<file path="config.mk">
export PLATFORM = sky130hd
export DESIGN_NAME = repeat_timer_table_top
export DESIGN_NICKNAME = d
export VERILOG_FILES = /design/src/rtl/rtt_pkg.sv /design/src/rtl/rtt_ctrl.sv /design/src/rtl/rtt_datapath.sv /design/src/rtl/repeat_timer_table_top.sv
export SDC_FILE = /design/constraint.sdc
export NUM_CORES = 1
export LEC_CHECK = 0
export ABC_AREA = 1
export BUFFER_PORTS_ARGS = -buffer_cell sky130_fd_sc_hd__buf_4
export CAP_MARGIN = 40
export CORE_MARGIN = 5
export CORE_UTILIZATION = 58
export CTS_BUF_LIST = sky130_fd_sc_hd__clkbuf_16
export DETAILED_ROUTE_END_ITERATION = 6
export PLACE_DENSITY_LB_ADDON = 0.12
export SLEW_MARGIN = 30
export SYNTH_ARGS = -nofsm -noshare
export SYNTH_HDL_FRONTEND = slang
export SYNTH_SLANG_ARGS = --single-unit
</file>
<file path="constraint.sdc">
create_clock -name clk -period 10.45 [get_ports clk]
set_input_delay 3.135 -clock clk [delete_from_list [all_inputs] [get_ports clk]]
set_output_delay 3.135 -clock clk [all_outputs]
set_load 0.01 [all_outputs]
</file>
<file path="src/rtl/rtt_pkg.sv">
// ----------------------------------------------------------------------------
// Repeat timer table package
// Shared constants, opcode type and the command and status bundles that pass
// between the controller and the datapath.
// ----------------------------------------------------------------------------
`timescale 1ns / 1ps

package rtt_pkg;

    localparam int SLOTS_DEF   = 8;
    localparam int MAX_RESULTS = 8;
    localparam int CNT_W       = $clog2(MAX_RESULTS + 1);
    localparam int OP_W        = 3;
    localparam int DATA_W      = 16;
    localparam int SLOT_W      = 3;

    localparam logic KIND_FIRE   = 1'b0;
    localparam logic KIND_STATUS = 1'b1;

    typedef enum logic [OP_W-1:0] {
        OP_TICK  = 3'd0,
        OP_SET   = 3'd1,
        OP_KILL  = 3'd2,
        OP_QUERY = 3'd3,
        OP_FLUSH = 3'd4
    } op_t;

    typedef struct packed {
        logic start;
        logic rd_en;
        logic ev_do;
        logic drain_load;
        logic resp_load;
    } cmd_t;

    typedef struct packed {
        op_t  op;
        logic fire;
        logic pend_valid;
        logic out_free;
    } st_t;

endpackage

</file>
<file path="src/rtl/rtt_ctrl.sv">
// ----------------------------------------------------------------------------
// Repeat timer table controller
// Sequences the slot scan, tracks the firing count and orders the result
// beats through the drain and response states.
// ----------------------------------------------------------------------------
`timescale 1ns / 1ps

module rtt_ctrl #(
    parameter int SLOTS = rtt_pkg::SLOTS_DEF,
    parameter int IDX_W = (SLOTS > 1) ? $clog2(SLOTS) : 1
) (
    input  logic                      clk,
    input  logic                      rst_n,
    input  logic                      in_valid,
    output logic                      in_ready,
    input  logic [rtt_pkg::OP_W-1:0]  op,
    input  rtt_pkg::st_t              st,
    output rtt_pkg::cmd_t             cmd,
    output logic [IDX_W-1:0]          rd_addr,
    output logic [IDX_W-1:0]          ev_idx
);
    import rtt_pkg::*;

    typedef enum logic [3:0] {
        S_IDLE  = 4'b0001,
        S_SCAN  = 4'b0010,
        S_DRAIN = 4'b0100,
        S_RESP  = 4'b1000
    } state_t;

    localparam logic [IDX_W-1:0] LAST_IDX = IDX_W'(SLOTS - 1);
    localparam logic [CNT_W-1:0] CAP_CNT  = CNT_W'(MAX_RESULTS - 1);

    state_t            state_reg, state_next;
    logic              iss_on_reg, iss_on_next;
    logic [IDX_W-1:0]  iss_idx_reg, iss_idx_next;
    logic              ev_valid_reg, ev_valid_next;
    logic [IDX_W-1:0]  ev_idx_reg, ev_idx_next;
    logic [CNT_W-1:0]  fire_cnt_reg, fire_cnt_next;

    logic is_tick;
    logic advance;
    logic in_scan;
    logic tick_fire;
    logic cap_hit;
    logic scan_done;

    always_comb
    begin
        is_tick   = (st.op == OP_TICK);
        in_ready  = (state_reg == S_IDLE);
        in_scan   = (state_reg == S_SCAN);
        advance   = !(ev_valid_reg && is_tick && st.fire && st.pend_valid && !st.out_free);

        cmd.start      = in_valid && in_ready;
        cmd.rd_en      = in_scan && advance && iss_on_reg;
        cmd.ev_do      = in_scan && advance && ev_valid_reg;
        cmd.drain_load = (state_reg == S_DRAIN) && st.pend_valid && st.out_free;
        cmd.resp_load  = (state_reg == S_RESP) && st.out_free;

        tick_fire = cmd.ev_do && is_tick && st.fire;
        cap_hit   = tick_fire && (fire_cnt_reg == CAP_CNT);
        scan_done = cmd.ev_do && ((ev_idx_reg == LAST_IDX) || cap_hit);

        rd_addr = iss_idx_reg;
        ev_idx  = ev_idx_reg;
    end

    always_comb
    begin
        state_next    = state_reg;
        iss_on_next   = iss_on_reg;
        iss_idx_next  = iss_idx_reg;
        ev_valid_next = ev_valid_reg;
        ev_idx_next   = ev_idx_reg;
        fire_cnt_next = fire_cnt_reg;

        case (state_reg)
            S_IDLE:
            begin
                if (cmd.start)
                begin
                    iss_on_next   = 1'b1;
                    iss_idx_next  = '0;
                    ev_valid_next = 1'b0;
                    fire_cnt_next = '0;
                    case (op_t'(op))
                        OP_TICK, OP_SET, OP_KILL, OP_QUERY: state_next = S_SCAN;
                        OP_FLUSH:                           state_next = S_RESP;
                        default:                            state_next = S_IDLE;
                    endcase
                end
            end
            S_SCAN:
            begin
                if (advance)
                begin
                    ev_valid_next = iss_on_reg;
                    ev_idx_next   = iss_idx_reg;
                    if (iss_on_reg)
                    begin
                        if (iss_idx_reg == LAST_IDX)
                        begin
                            iss_on_next = 1'b0;
                        end
                        else
                        begin
                            iss_idx_next = iss_idx_reg + IDX_W'(1);
                        end
                    end
                end
                if (tick_fire)
                begin
                    fire_cnt_next = fire_cnt_reg + CNT_W'(1);
                end
                if (scan_done)
                begin
                    iss_on_next   = 1'b0;
                    ev_valid_next = 1'b0;
                    state_next    = is_tick ? S_DRAIN : S_RESP;
                end
            end
            S_DRAIN:
            begin
                if (!st.pend_valid || st.out_free)
                begin
                    state_next = S_IDLE;
                end
            end
            S_RESP:
            begin
                if (st.out_free)
                begin
                    state_next = S_IDLE;
                end
            end
            default:
            begin
                state_next = S_IDLE;
            end
        endcase
    end

    always_ff @(posedge clk or negedge rst_n)
    begin
        if (!rst_n)
        begin
            state_reg    <= S_IDLE;
            iss_on_reg   <= 1'b0;
            iss_idx_reg  <= '0;
            ev_valid_reg <= 1'b0;
            ev_idx_reg   <= '0;
            fire_cnt_reg <= '0;
        end
        else
        begin
            state_reg    <= state_next;
            iss_on_reg   <= iss_on_next;
            iss_idx_reg  <= iss_idx_next;
            ev_valid_reg <= ev_valid_next;
            ev_idx_reg   <= ev_idx_next;
            fire_cnt_reg <= fire_cnt_next;
        end
    end

endmodule

</file>
<file path="src/rtl/rtt_datapath.sv">
// ----------------------------------------------------------------------------
// Repeat timer table datapath
// Holds the slot memories, the active bits, the captured request, the pending
// firing beat and the output register.
// ----------------------------------------------------------------------------
`timescale 1ns / 1ps

module rtt_datapath #(
    parameter int SLOTS = rtt_pkg::SLOTS_DEF,
    parameter int IDX_W = (SLOTS > 1) ? $clog2(SLOTS) : 1
) (
    input  logic                        clk,
    input  logic                        rst_n,
    input  logic [rtt_pkg::OP_W-1:0]    op,
    input  logic [rtt_pkg::DATA_W-1:0]  now_time,
    input  logic [rtt_pkg::DATA_W-1:0]  timer_key,
    input  logic [rtt_pkg::DATA_W-1:0]  interval,
    input  logic [rtt_pkg::DATA_W-1:0]  repeat_count,
    input  rtt_pkg::cmd_t               cmd,
    input  logic [IDX_W-1:0]            rd_addr,
    input  logic [IDX_W-1:0]            ev_idx,
    output rtt_pkg::st_t                st,
    output logic                        out_valid,
    input  logic                        out_ready,
    output logic                        kind,
    output logic [rtt_pkg::SLOT_W-1:0]  slot,
    output logic [rtt_pkg::DATA_W-1:0]  fired_key,
    output logic                        ok,
    output logic                        last
);
    import rtt_pkg::*;

    logic [DATA_W-1:0] key_mem  [SLOTS];
    logic [DATA_W-1:0] ivl_mem  [SLOTS];
    logic [DATA_W-1:0] time_mem [SLOTS];
    logic [DATA_W-1:0] rem_mem  [SLOTS];

    logic [DATA_W-1:0] key_rd_reg;
    logic [DATA_W-1:0] ivl_rd_reg;
    logic [DATA_W-1:0] time_rd_reg;
    logic [DATA_W-1:0] rem_rd_reg;

    logic [SLOTS-1:0]  active_reg, active_next;
    op_t               op_reg;
    logic [DATA_W-1:0] now_reg;
    logic [DATA_W-1:0] key_reg;
    logic [DATA_W-1:0] ivl_reg;
    logic [DATA_W-1:0] cnt_reg;

    logic              found_valid_reg, found_valid_next;
    logic [IDX_W-1:0]  found_idx_reg, found_idx_next;
    logic              free_valid_reg, free_valid_next;
    logic [IDX_W-1:0]  free_idx_reg, free_idx_next;

    logic              pend_valid_reg, pend_valid_next;
    logic [IDX_W-1:0]  pend_idx_reg;
    logic [DATA_W-1:0] pend_key_reg;

    logic              out_valid_reg, out_valid_next;
    logic              kind_reg, kind_next;
    logic [SLOT_W-1:0] slot_reg, slot_next;
    logic [DATA_W-1:0] key_out_reg, key_out_next;
    logic              ok_reg, ok_next;
    logic              last_reg, last_next;
    logic              out_load;

    logic [DATA_W-1:0] elapsed;
    logic              fire;
    logic              out_free;
    logic              wr_tick;
    logic              set_ok;
    logic              wr_set;
    logic              ev_scan;
    logic              ev_active;

    always_comb
    begin
        ev_active = active_reg[ev_idx];
        elapsed   = now_reg - time_rd_reg;
        fire      = ev_active && (elapsed >= ivl_rd_reg);
        out_free  = !out_valid_reg || out_ready;
        wr_tick   = cmd.ev_do && (op_reg == OP_TICK) && fire;
        ev_scan   = cmd.ev_do && (op_reg != OP_TICK);
        set_ok    = !found_valid_reg && free_valid_reg;
        wr_set    = cmd.resp_load && (op_reg == OP_SET) && set_ok;

        st.op         = op_reg;
        st.fire       = fire;
        st.pend_valid = pend_valid_reg;
        st.out_free   = out_free;
    end

    always_comb
    begin
        active_next      = active_reg;
        found_valid_next = found_valid_reg;
        found_idx_next   = found_idx_reg;
        free_valid_next  = free_valid_reg;
        free_idx_next    = free_idx_reg;
        pend_valid_next  = pend_valid_reg;
        out_load         = 1'b0;
        kind_next        = kind_reg;
        slot_next        = slot_reg;
        key_out_next     = key_out_reg;
        ok_next          = ok_reg;
        last_next        = last_reg;

        if (cmd.start)
        begin
            found_valid_next = 1'b0;
            free_valid_next  = 1'b0;
            pend_valid_next  = 1'b0;
        end

        if (ev_scan)
        begin
            if (!found_valid_reg && ev_active && (key_rd_reg == key_reg))
            begin
                found_valid_next = 1'b1;
                found_idx_next   = ev_idx;
            end
            if (!free_valid_reg && !ev_active)
            begin
                free_valid_next = 1'b1;
                free_idx_next   = ev_idx;
            end
        end

        if (wr_tick)
        begin
            if (rem_rd_reg == DATA_W'(1))
            begin
                active_next[ev_idx] = 1'b0;
            end
            if (pend_valid_reg)
            begin
                out_load     = 1'b1;
                kind_next    = KIND_FIRE;
                slot_next    = SLOT_W'(pend_idx_reg);
                key_out_next = pend_key_reg;
                ok_next      = 1'b1;
                last_next    = 1'b0;
            end
            pend_valid_next = 1'b1;
        end

        if (cmd.drain_load)
        begin
            out_load        = 1'b1;
            kind_next       = KIND_FIRE;
            slot_next       = SLOT_W'(pend_idx_reg);
            key_out_next    = pend_key_reg;
            ok_next         = 1'b1;
            last_next       = 1'b1;
            pend_valid_next = 1'b0;
        end

        if (cmd.resp_load)
        begin
            out_load     = 1'b1;
            kind_next    = KIND_STATUS;
            last_next    = 1'b1;
            key_out_next = key_reg;
            case (op_reg)
                OP_SET:
                begin
                    ok_next   = set_ok;
                    slot_next = set_ok ? SLOT_W'(free_idx_reg) : '0;
                    if (set_ok)
                    begin
                        active_next[free_idx_reg] = 1'b1;
                    end
                end
                OP_KILL:
                begin
                    ok_next   = found_valid_reg;
                    slot_next = found_valid_reg ? SLOT_W'(found_idx_reg) : '0;
                    if (found_valid_reg)
                    begin
                        active_next[found_idx_reg] = 1'b0;
                    end
                end
                OP_FLUSH:
                begin
                    ok_next      = 1'b1;
                    slot_next    = '0;
                    key_out_next = '0;
                    active_next  = '0;
                end
                default:
                begin
                    ok_next   = found_valid_reg;
                    slot_next = found_valid_reg ? SLOT_W'(found_idx_reg) : '0;
                end
            endcase
        end

        if (out_load)
        begin
            out_valid_next = 1'b1;
        end
        else if (out_ready)
        begin
            out_valid_next = 1'b0;
        end
        else
        begin
            out_valid_next = out_valid_reg;
        end
    end

    always_ff @(posedge clk)
    begin
        if (wr_set)
        begin
            key_mem[free_idx_reg]  <= key_reg;
            ivl_mem[free_idx_reg]  <= ivl_reg;
            time_mem[free_idx_reg] <= now_reg;
            rem_mem[free_idx_reg]  <= cnt_reg;
        end
        else if (wr_tick)
        begin
            time_mem[ev_idx] <= now_reg;
            if (rem_rd_reg > DATA_W'(1))
            begin
                rem_mem[ev_idx] <= rem_rd_reg - DATA_W'(1);
            end
        end
    end

    always_ff @(posedge clk)
    begin
        if (cmd.rd_en)
        begin
            key_rd_reg  <= key_mem[rd_addr];
            ivl_rd_reg  <= ivl_mem[rd_addr];
            time_rd_reg <= time_mem[rd_addr];
            rem_rd_reg  <= rem_mem[rd_addr];
        end
    end

    always_ff @(posedge clk or negedge rst_n)
    begin
        if (!rst_n)
        begin
            active_reg      <= '0;
            op_reg          <= OP_TICK;
            found_valid_reg <= 1'b0;
            free_valid_reg  <= 1'b0;
            pend_valid_reg  <= 1'b0;
            out_valid_reg   <= 1'b0;
        end
        else
        begin
            active_reg      <= active_next;
            found_valid_reg <= found_valid_next;
            free_valid_reg  <= free_valid_next;
            pend_valid_reg  <= pend_valid_next;
            out_valid_reg   <= out_valid_next;
            if (cmd.start)
            begin
                op_reg <= op_t'(op);
            end
        end
    end

    always_ff @(posedge clk)
    begin
        found_idx_reg <= found_idx_next;
        free_idx_reg  <= free_idx_next;
        kind_reg      <= kind_next;
        slot_reg      <= slot_next;
        key_out_reg   <= key_out_next;
        ok_reg        <= ok_next;
        last_reg      <= last_next;
        if (cmd.start)
        begin
            now_reg <= now_time;
            key_reg <= timer_key;
            ivl_reg <= interval;
            cnt_reg <= repeat_count;
        end
        if (wr_tick)
        begin
            pend_idx_reg <= ev_idx;
            pend_key_reg <= key_rd_reg;
        end
    end

    assign out_valid = out_valid_reg;
    assign kind      = kind_reg;
    assign slot      = slot_reg;
    assign fired_key = key_out_reg;
    assign ok        = ok_reg;
    assign last      = last_reg;

endmodule

</file>
<file path="src/rtl/repeat_timer_table_top.sv">
// ----------------------------------------------------------------------------
// Repeat timer table top level
// Tick, set, kill and query scan one slot per cycle, though a tick scan stalls
// while a firing beat waits for a free output register. Flush skips the scan
// and goes straight to its status answer; unknown ops return to idle with no
// result. No new request beat is taken until the last one is finished.
// Reset clears the active bits at once, so the table is empty right away.
// ----------------------------------------------------------------------------
`timescale 1ns / 1ps

module repeat_timer_table_top #(
    parameter int SLOTS = rtt_pkg::SLOTS_DEF
) (
    input  logic                        clk,
    input  logic                        rst_n,
    input  logic                        in_valid,
    output logic                        in_ready,
    input  logic [rtt_pkg::OP_W-1:0]    op,
    input  logic [rtt_pkg::DATA_W-1:0]  now_time,
    input  logic [rtt_pkg::DATA_W-1:0]  timer_key,
    input  logic [rtt_pkg::DATA_W-1:0]  interval,
    input  logic [rtt_pkg::DATA_W-1:0]  repeat_count,
    output logic                        out_valid,
    input  logic                        out_ready,
    output logic                        kind,
    output logic [rtt_pkg::SLOT_W-1:0]  slot,
    output logic [rtt_pkg::DATA_W-1:0]  fired_key,
    output logic                        ok,
    output logic                        last
);
    import rtt_pkg::*;

    localparam int IDX_W = (SLOTS > 1) ? $clog2(SLOTS) : 1;

    cmd_t             cmd;
    st_t              st;
    logic [IDX_W-1:0] rd_addr;
    logic [IDX_W-1:0] ev_idx;

    rtt_ctrl #(
        .SLOTS (SLOTS),
        .IDX_W (IDX_W)
    ) u_ctrl (
        .clk      (clk),
        .rst_n    (rst_n),
        .in_valid (in_valid),
        .in_ready (in_ready),
        .op       (op),
        .st       (st),
        .cmd      (cmd),
        .rd_addr  (rd_addr),
        .ev_idx   (ev_idx)
    );

    rtt_datapath #(
        .SLOTS (SLOTS),
        .IDX_W (IDX_W)
    ) u_datapath (
        .clk          (clk),
        .rst_n        (rst_n),
        .op           (op),
        .now_time     (now_time),
        .timer_key    (timer_key),
        .interval     (interval),
        .repeat_count (repeat_count),
        .cmd          (cmd),
        .rd_addr      (rd_addr),
        .ev_idx       (ev_idx),
        .st           (st),
        .out_valid    (out_valid),
        .out_ready    (out_ready),
        .kind         (kind),
        .slot         (slot),
        .fired_key    (fired_key),
        .ok           (ok),
        .last         (last)
    );

endmodule

</file>
# Word level (Yosys, flattened, before mapping)
# Memories as Yosys holds them, arrays and structs flattened. A register that Yosys moved wholly into a read port is not among the register bits.
# Cells that the tools add are included.
# word_totals
in_bits,71
reg_bits,142
mem_count,4
ram_bits,512
word_cells,220
# memory_table
memory,words,word_bits,rd,rd_ports_with_merged_regs,wr,line_no,source
u_datapath.ivl_mem,8,16,1,1,1,rtt_datapath.sv:34,logic [DATA_W-1:0] ivl_mem [SLOTS];
u_datapath.key_mem,8,16,1,1,1,rtt_datapath.sv:33,logic [DATA_W-1:0] key_mem [SLOTS];
u_datapath.rem_mem,8,16,1,1,1,rtt_datapath.sv:36,logic [DATA_W-1:0] rem_mem [SLOTS];
u_datapath.time_mem,8,16,1,1,1,rtt_datapath.sv:35,logic [DATA_W-1:0] time_mem [SLOTS];
# op_classes
reduce_logical,60
n_lt_le_gt_ge,8
n_eq_ne,25
bitwise_logic,6
add_sub_neg,4
muxes,88
# op_table
operator,count
two-way mux 16 bit,7
two-way mux 1 bit,44
two-way mux 8 bit,5
two-way mux 3 bit,12
OR reduction 16 bit,2
two-way mux 4 bit,7
logical AND 1 bit,26
one-hot mux 8 bit (3 select lines),1
AND 8 bit,2
equality test 16 x 1 -> 1 bit (second input constant),1
equality test 16 bit,1
greater-or-equal comparator 16 bit,1
greater-than comparator 16 x 1 -> 1 bit (second input constant),1
inverter 8 bit,2
one-hot mux 4 bit (2 select lines),2
one-hot mux 4 bit (4 select lines),1
subtractor 16 x 1 -> 16 bit (second input constant),1
subtractor 16 bit,1
equality test 3 bit (second input constant),4
less-than comparator 3 x 4 -> 1 bit (second input constant),3
one-hot mux 3 bit (2 select lines),2
AND reduction 2 bit,6
nonzero test 3 bit,4
!= test 2 bit (second input constant),5
25 further kinds,50

# Longest topological paths before layout
# logic_depth
depth_word,16
depth_mapped,27

# Hierarchy
# A second synthesis with hierarchy kept.
# hier_totals
hier_cells,2339
hier_area_um2,29256.8
# by_module_without_submodules
mod,seq_area_each_um2,area_each_um2,n_inst,cells_per_inst
rtt_datapath,20985.1,28295.9,1,2219
rtt_ctrl,401.6,960.9,1,120

# Least setup slack after synthesis
# OpenSTA, ideal clock, no wires.
# synth_timing
path_kind,input -> register
start,input port out_ready
end,"register u_datapath.ivl_rd_reg[0], read port of u_datapath.ivl_mem, enable pin"
required_time_ns,9.962
setup_time_ns,0.488
arrival_ns,6.256
slack_ns,3.706
path_stages,6
n_path_buf,0
cell_sequence,nor2_1 -> nand2_1 -> nor2_1 -> nand3_1 -> nand2_1 -> nor2_1
# synth_lines
element,line_no,source
from (decl),repeat_timer_table_top.sv:24,"input logic out_ready,"
to (decl),rtt_datapath.sv:39,logic [DATA_W-1:0] ivl_rd_reg;

# Final worst setup path
# layout_timing
start,register u_datapath.now_reg[2]
end,"memory u_datapath.rem_mem[0][6], enable pin"
# layout_between
elab_chain_cells,16
word_cells_on_any_way,17
classes_between,add/sub (1); order compare (1); mux (5); reduce/logical (10)
# layout_lines
element,line_no,source
from (decl),rtt_datapath.sv:45,logic [DATA_W-1:0] now_reg;
from (signal assigned),rtt_datapath.sv:278,now_reg <= now_time;
subtractor 16 bit (*),rtt_datapath.sv:79,elapsed = now_reg - time_rd_reg;
greater-or-equal comparator 16 bit (*),rtt_datapath.sv:80,fire = ev_active && (elapsed >= ivl_rd_reg);
logical AND 1 bit (*),rtt_datapath.sv:80,
logical AND 1 bit (3 in series),rtt_ctrl.sv:53,advance = !(ev_valid_reg && is_tick && st.fire && st.pend_valid && !st.out_free);
zero test 1 bit,rtt_ctrl.sv:53,
logical AND 1 bit (2 in series),rtt_ctrl.sv:57,cmd.ev_do = in_scan && advance && ev_valid_reg;
logical AND 1 bit,rtt_datapath.sv:82,wr_tick = cmd.ev_do && (op_reg == OP_TICK) && fire;
logical AND 1 bit (*),rtt_datapath.sv:82,
two-way mux 1 bit (*),rtt_datapath.sv:221,else if (wr_tick)
two-way mux 1 bit (*),rtt_datapath.sv:214,if (wr_set)
two-way mux 1 bit (not written as such) (*),rtt_datapath.sv:226,rem_mem[ev_idx] <= rem_rd_reg - DATA_W'(1);
OR reduction 16 bit (no line),-,
two-way mux 3 bit (no line) / two-way mux 1 bit (equally long branches),-,
to (decl),rtt_datapath.sv:36,
# Mark *: on every way between the ends. The rest lies on a longest branch, timed or not.

==> flow_summary.yaml <==
timing:
  worstMarginPinSlew_ns: 0.903
  fin_hold_ws_ns: 0.467
  timing.slew.headroom_pct: 39.8
  hold_viol: 0
  setup_tns_ns: 0
  rsz0062_at_grt: "no"
  setup_viol: 0
  slew_violations: 0
  fin_crit_ns: 5.60
  clock.fmax_mhz: 178
  fin_crit_sh_pct: 53.6
  clock_skew_ns: 0.0222
  fin_ws_ns: 4.85
floorplan:
  die_area_mm2: 0.0545
  rows: 81
  die-height_um: 233
  die_w_um: 233
  top_level_ports: 95
  start_util_pct: 58.9
  core_mm2: 0.0492
worst_setup_path:
  path_max_fanout: 24
  critPathLaunchType: "flip-flop"
  endpoint_kind: "flip-flop"
  arrival_ns: 5.87
  crit_type: "reg -> reg"
  cp.required_ns: 10.72
power_and_ir_drop:
  internal_power_mw: 5.36
  power_switching_mw: 2.24
  seq_power_share_pct: 48.9
  power.share.combinational_pct: 18.7
  ir_drop_mv: 0.161
  p_sw_share_pct: 29.5
  pwr-share-clk_pct: 32.4
  leakage_nw: 11.7
  power_density_mw_per_mm2: 231
synth:
  synth_top_cell_by_area: "edfxtp_1"
  synth_cell_types: 51
  synth_edf_count: 685
  ys_seq_elements: 718
  yosys-top-cells-area: "edfxtp_1 71%, nor2_1 6.9%, o21ai_0 5.1%, dfrtp_1 2.6%, nand2_1 2.0%"
  syn-num-nets: 2407
  synthArstFlopShare_pct: 4.32
  synthCells: 2299
  ys_seq_area_share_pct: 73.9
  synth_ff_type: "edfxtp_1"
  synth_top_cell_area_share_pct: 71.0
  synth.avg_cell_area_um2: 12.6
  syn_area_mm2: 0.0290
  synth-warning-count: 0
global_route:
  antenna_found_initial: 0
  grt_util_met2_pct: 37.9
  grt_busiest_layer: "met2"
  grt_use_met1_pct: 34.8
  grt_pass1_wl_mm: 99.6
  grt_remaining_overflow: 0
  grt_use_total_pct: 23.7
  grt_max_degree: 98
  grt_pass1_vias: 17500
  met3_usage_pct: 3.80
placement:
  hpwl_mm: 39.3
  place_ws_ns: 4.65
  place_area_mm2: 0.0306
  port_buffers: 94
  gp_routability_congestion: 0.871
hold_path:
  min_path_type: "reg -> reg"
clock_tree:
  clock-sinks: 718
  clk_pin_slew_worst_paths_ns: 0.06
  post_cts_resize_count: 0
  tritoncts: "yes"
  clockRootBuffer: "clkbuf_16"
  cts_max_path_buffers: 3
  clk_latency_ns: 0.60
  hold_buffers: 0
  cts_buffers: 73
  htree_levels: 3
  cts_setup_buffers: 0
status:
  status: "complete, no violations"
finish:
  final_cell_mix: "685 x edfxtp_1, 524 x nor2_1, 296 x o21ai_0, 155 x nand2_1, 128 x inv_1"
  final_common_cell: "edfxtp_1"
  diodes: 0
  final_area_mm2: 0.0329
  fin_nets: 2506
  drive_above_1_share_pct: 10.9
  area_delta_synth_final_pct: 13.7
route:
  vias: 18000
  wirelength_mm: 64.0
  ant_nets: 0
  viasPerCell: 5.76
  wire_per_inst_um: 20.5
  drc: 0
  first_pass_iters: 5
  drt_iter0_markers: 1778
flow_run:
  cap_violations: 0
-- synthesized netlist by cell type (all sizes together), types with 2 or more instances --
cell / count
edfxtp: 685
nor2: 540
o21ai: 303
nand2: 156
inv: 121
clkbuf: 91
o22ai: 76
a31oi: 72
a21oi: 39
ha: 36
nand3: 32
dfrtp: 30
xor2: 23
buf: 19
nor3: 18
nand4: 10
xnor2: 10
a22o: 7
a21o: 3
o21bai: 3
o31ai: 3
dfxtp: 2
nor3b: 2
nor4: 2
o211ai: 2
or2: 2
-- worst max-delay path, cell delays in order (launching register included) --
cell      delay [ns]
edfxtp_1        0.54
ha_1            0.41
nand2_1         0.08
nand2_1         0.05
a31oi_1         0.29
o21ai_0         0.19
nand2_1         0.10
a21oi_1         0.09
a21boi_0        0.37
o21ai_0         0.18
xor2_1          0.17
ha_1            0.33
nand4_1         0.11
nor2_1          0.11
nand2_1         0.13
a21oi_2         0.25
nand4_4         0.30
nor2_4          0.61
o21ai_0         0.28
inv_1           0.14
nand2_1         0.08
nor2_1          0.13
buf_4           0.31
-- layout make-up --
class,instances,area [um^2]
fill,3480,16200
clock inverter,57,387
sequential,718,21400
clock buffer,75,1880
tap,664,831
timing repair buffer,134,1230
multi-input combinational,1349,6730
inverter,122,468
-- stage by stage --
step	cells	total power [mW]	util, %
after detailed placement	2986	5.19	62.3
final	3119	7.61	67.0
after CTS	3118	7.64	67.0
after floorplan	2299	4.70	-
after global routing	3119	7.98	67.0
after global placement	2974	5.12	61.7
-- kinds of logic (layout without fill, tap and decap cells) --
family,count (synthesis),in the layout,synth area share [%]
buffers and inverters,232,388,3.12
and+or+nand+nor,763,763,10.5
DFF,718,718,73.9
adders and majority gates,37,37,1.62
xor gates and xnor gates,33,33,0.998
muxes,1,1,0.0346
AOI/OAI and AO/OA,515,515,9.90
-- final timing paths --
path	startpoint	to	slack [ns]	depth (start not counted)
setup reg to reg	u_datapath.now_reg[2]	u_datapath.rem_mem[0][6]	4.85	22
setup / recovery	u_datapath.now_reg[2]	u_datapath.rem_mem[0][6]	4.85	22
hold / removal	u_datapath.key_rd_reg[0]	u_datapath.pend_key_reg[0]	0.47	0
max in group asynchronous	rst_n	u_ctrl.rd_addr[1]	7.62	1
min in group asynchronous	rst_n	u_datapath.free_valid_reg	2.48	1
hold reg to reg	u_datapath.key_rd_reg[0]	u_datapath.pend_key_reg[0]	0.47	0
-- power groups by stage --
stage | Sequential (mW) | Clock (mW) | Combinational (mW)
5_1_grt | 3.74 | 2.63 | 1.61
6_report | 3.72 | 2.47 | 1.42
2_1_floorplan | 3.65 | 0 | 1.05
3_5_place_dp | 3.77 | 0 | 1.42
4_1_cts | 3.71 | 2.51 | 1.43
3_3_place_gp | 3.77 | 0 | 1.36
-- per-layer routing --
| metal | vias up | wire length, um |
|---|---|---|
| li1 | 8443 | - |
| met1 | 8762 | 27800 |
| met2 | 686 | 30400 |
| met3 | 82 | 4750 |
| met4 | 0 | 1060 |
| met5 | - | 0 |
Power figures use the tool's default switching activity.
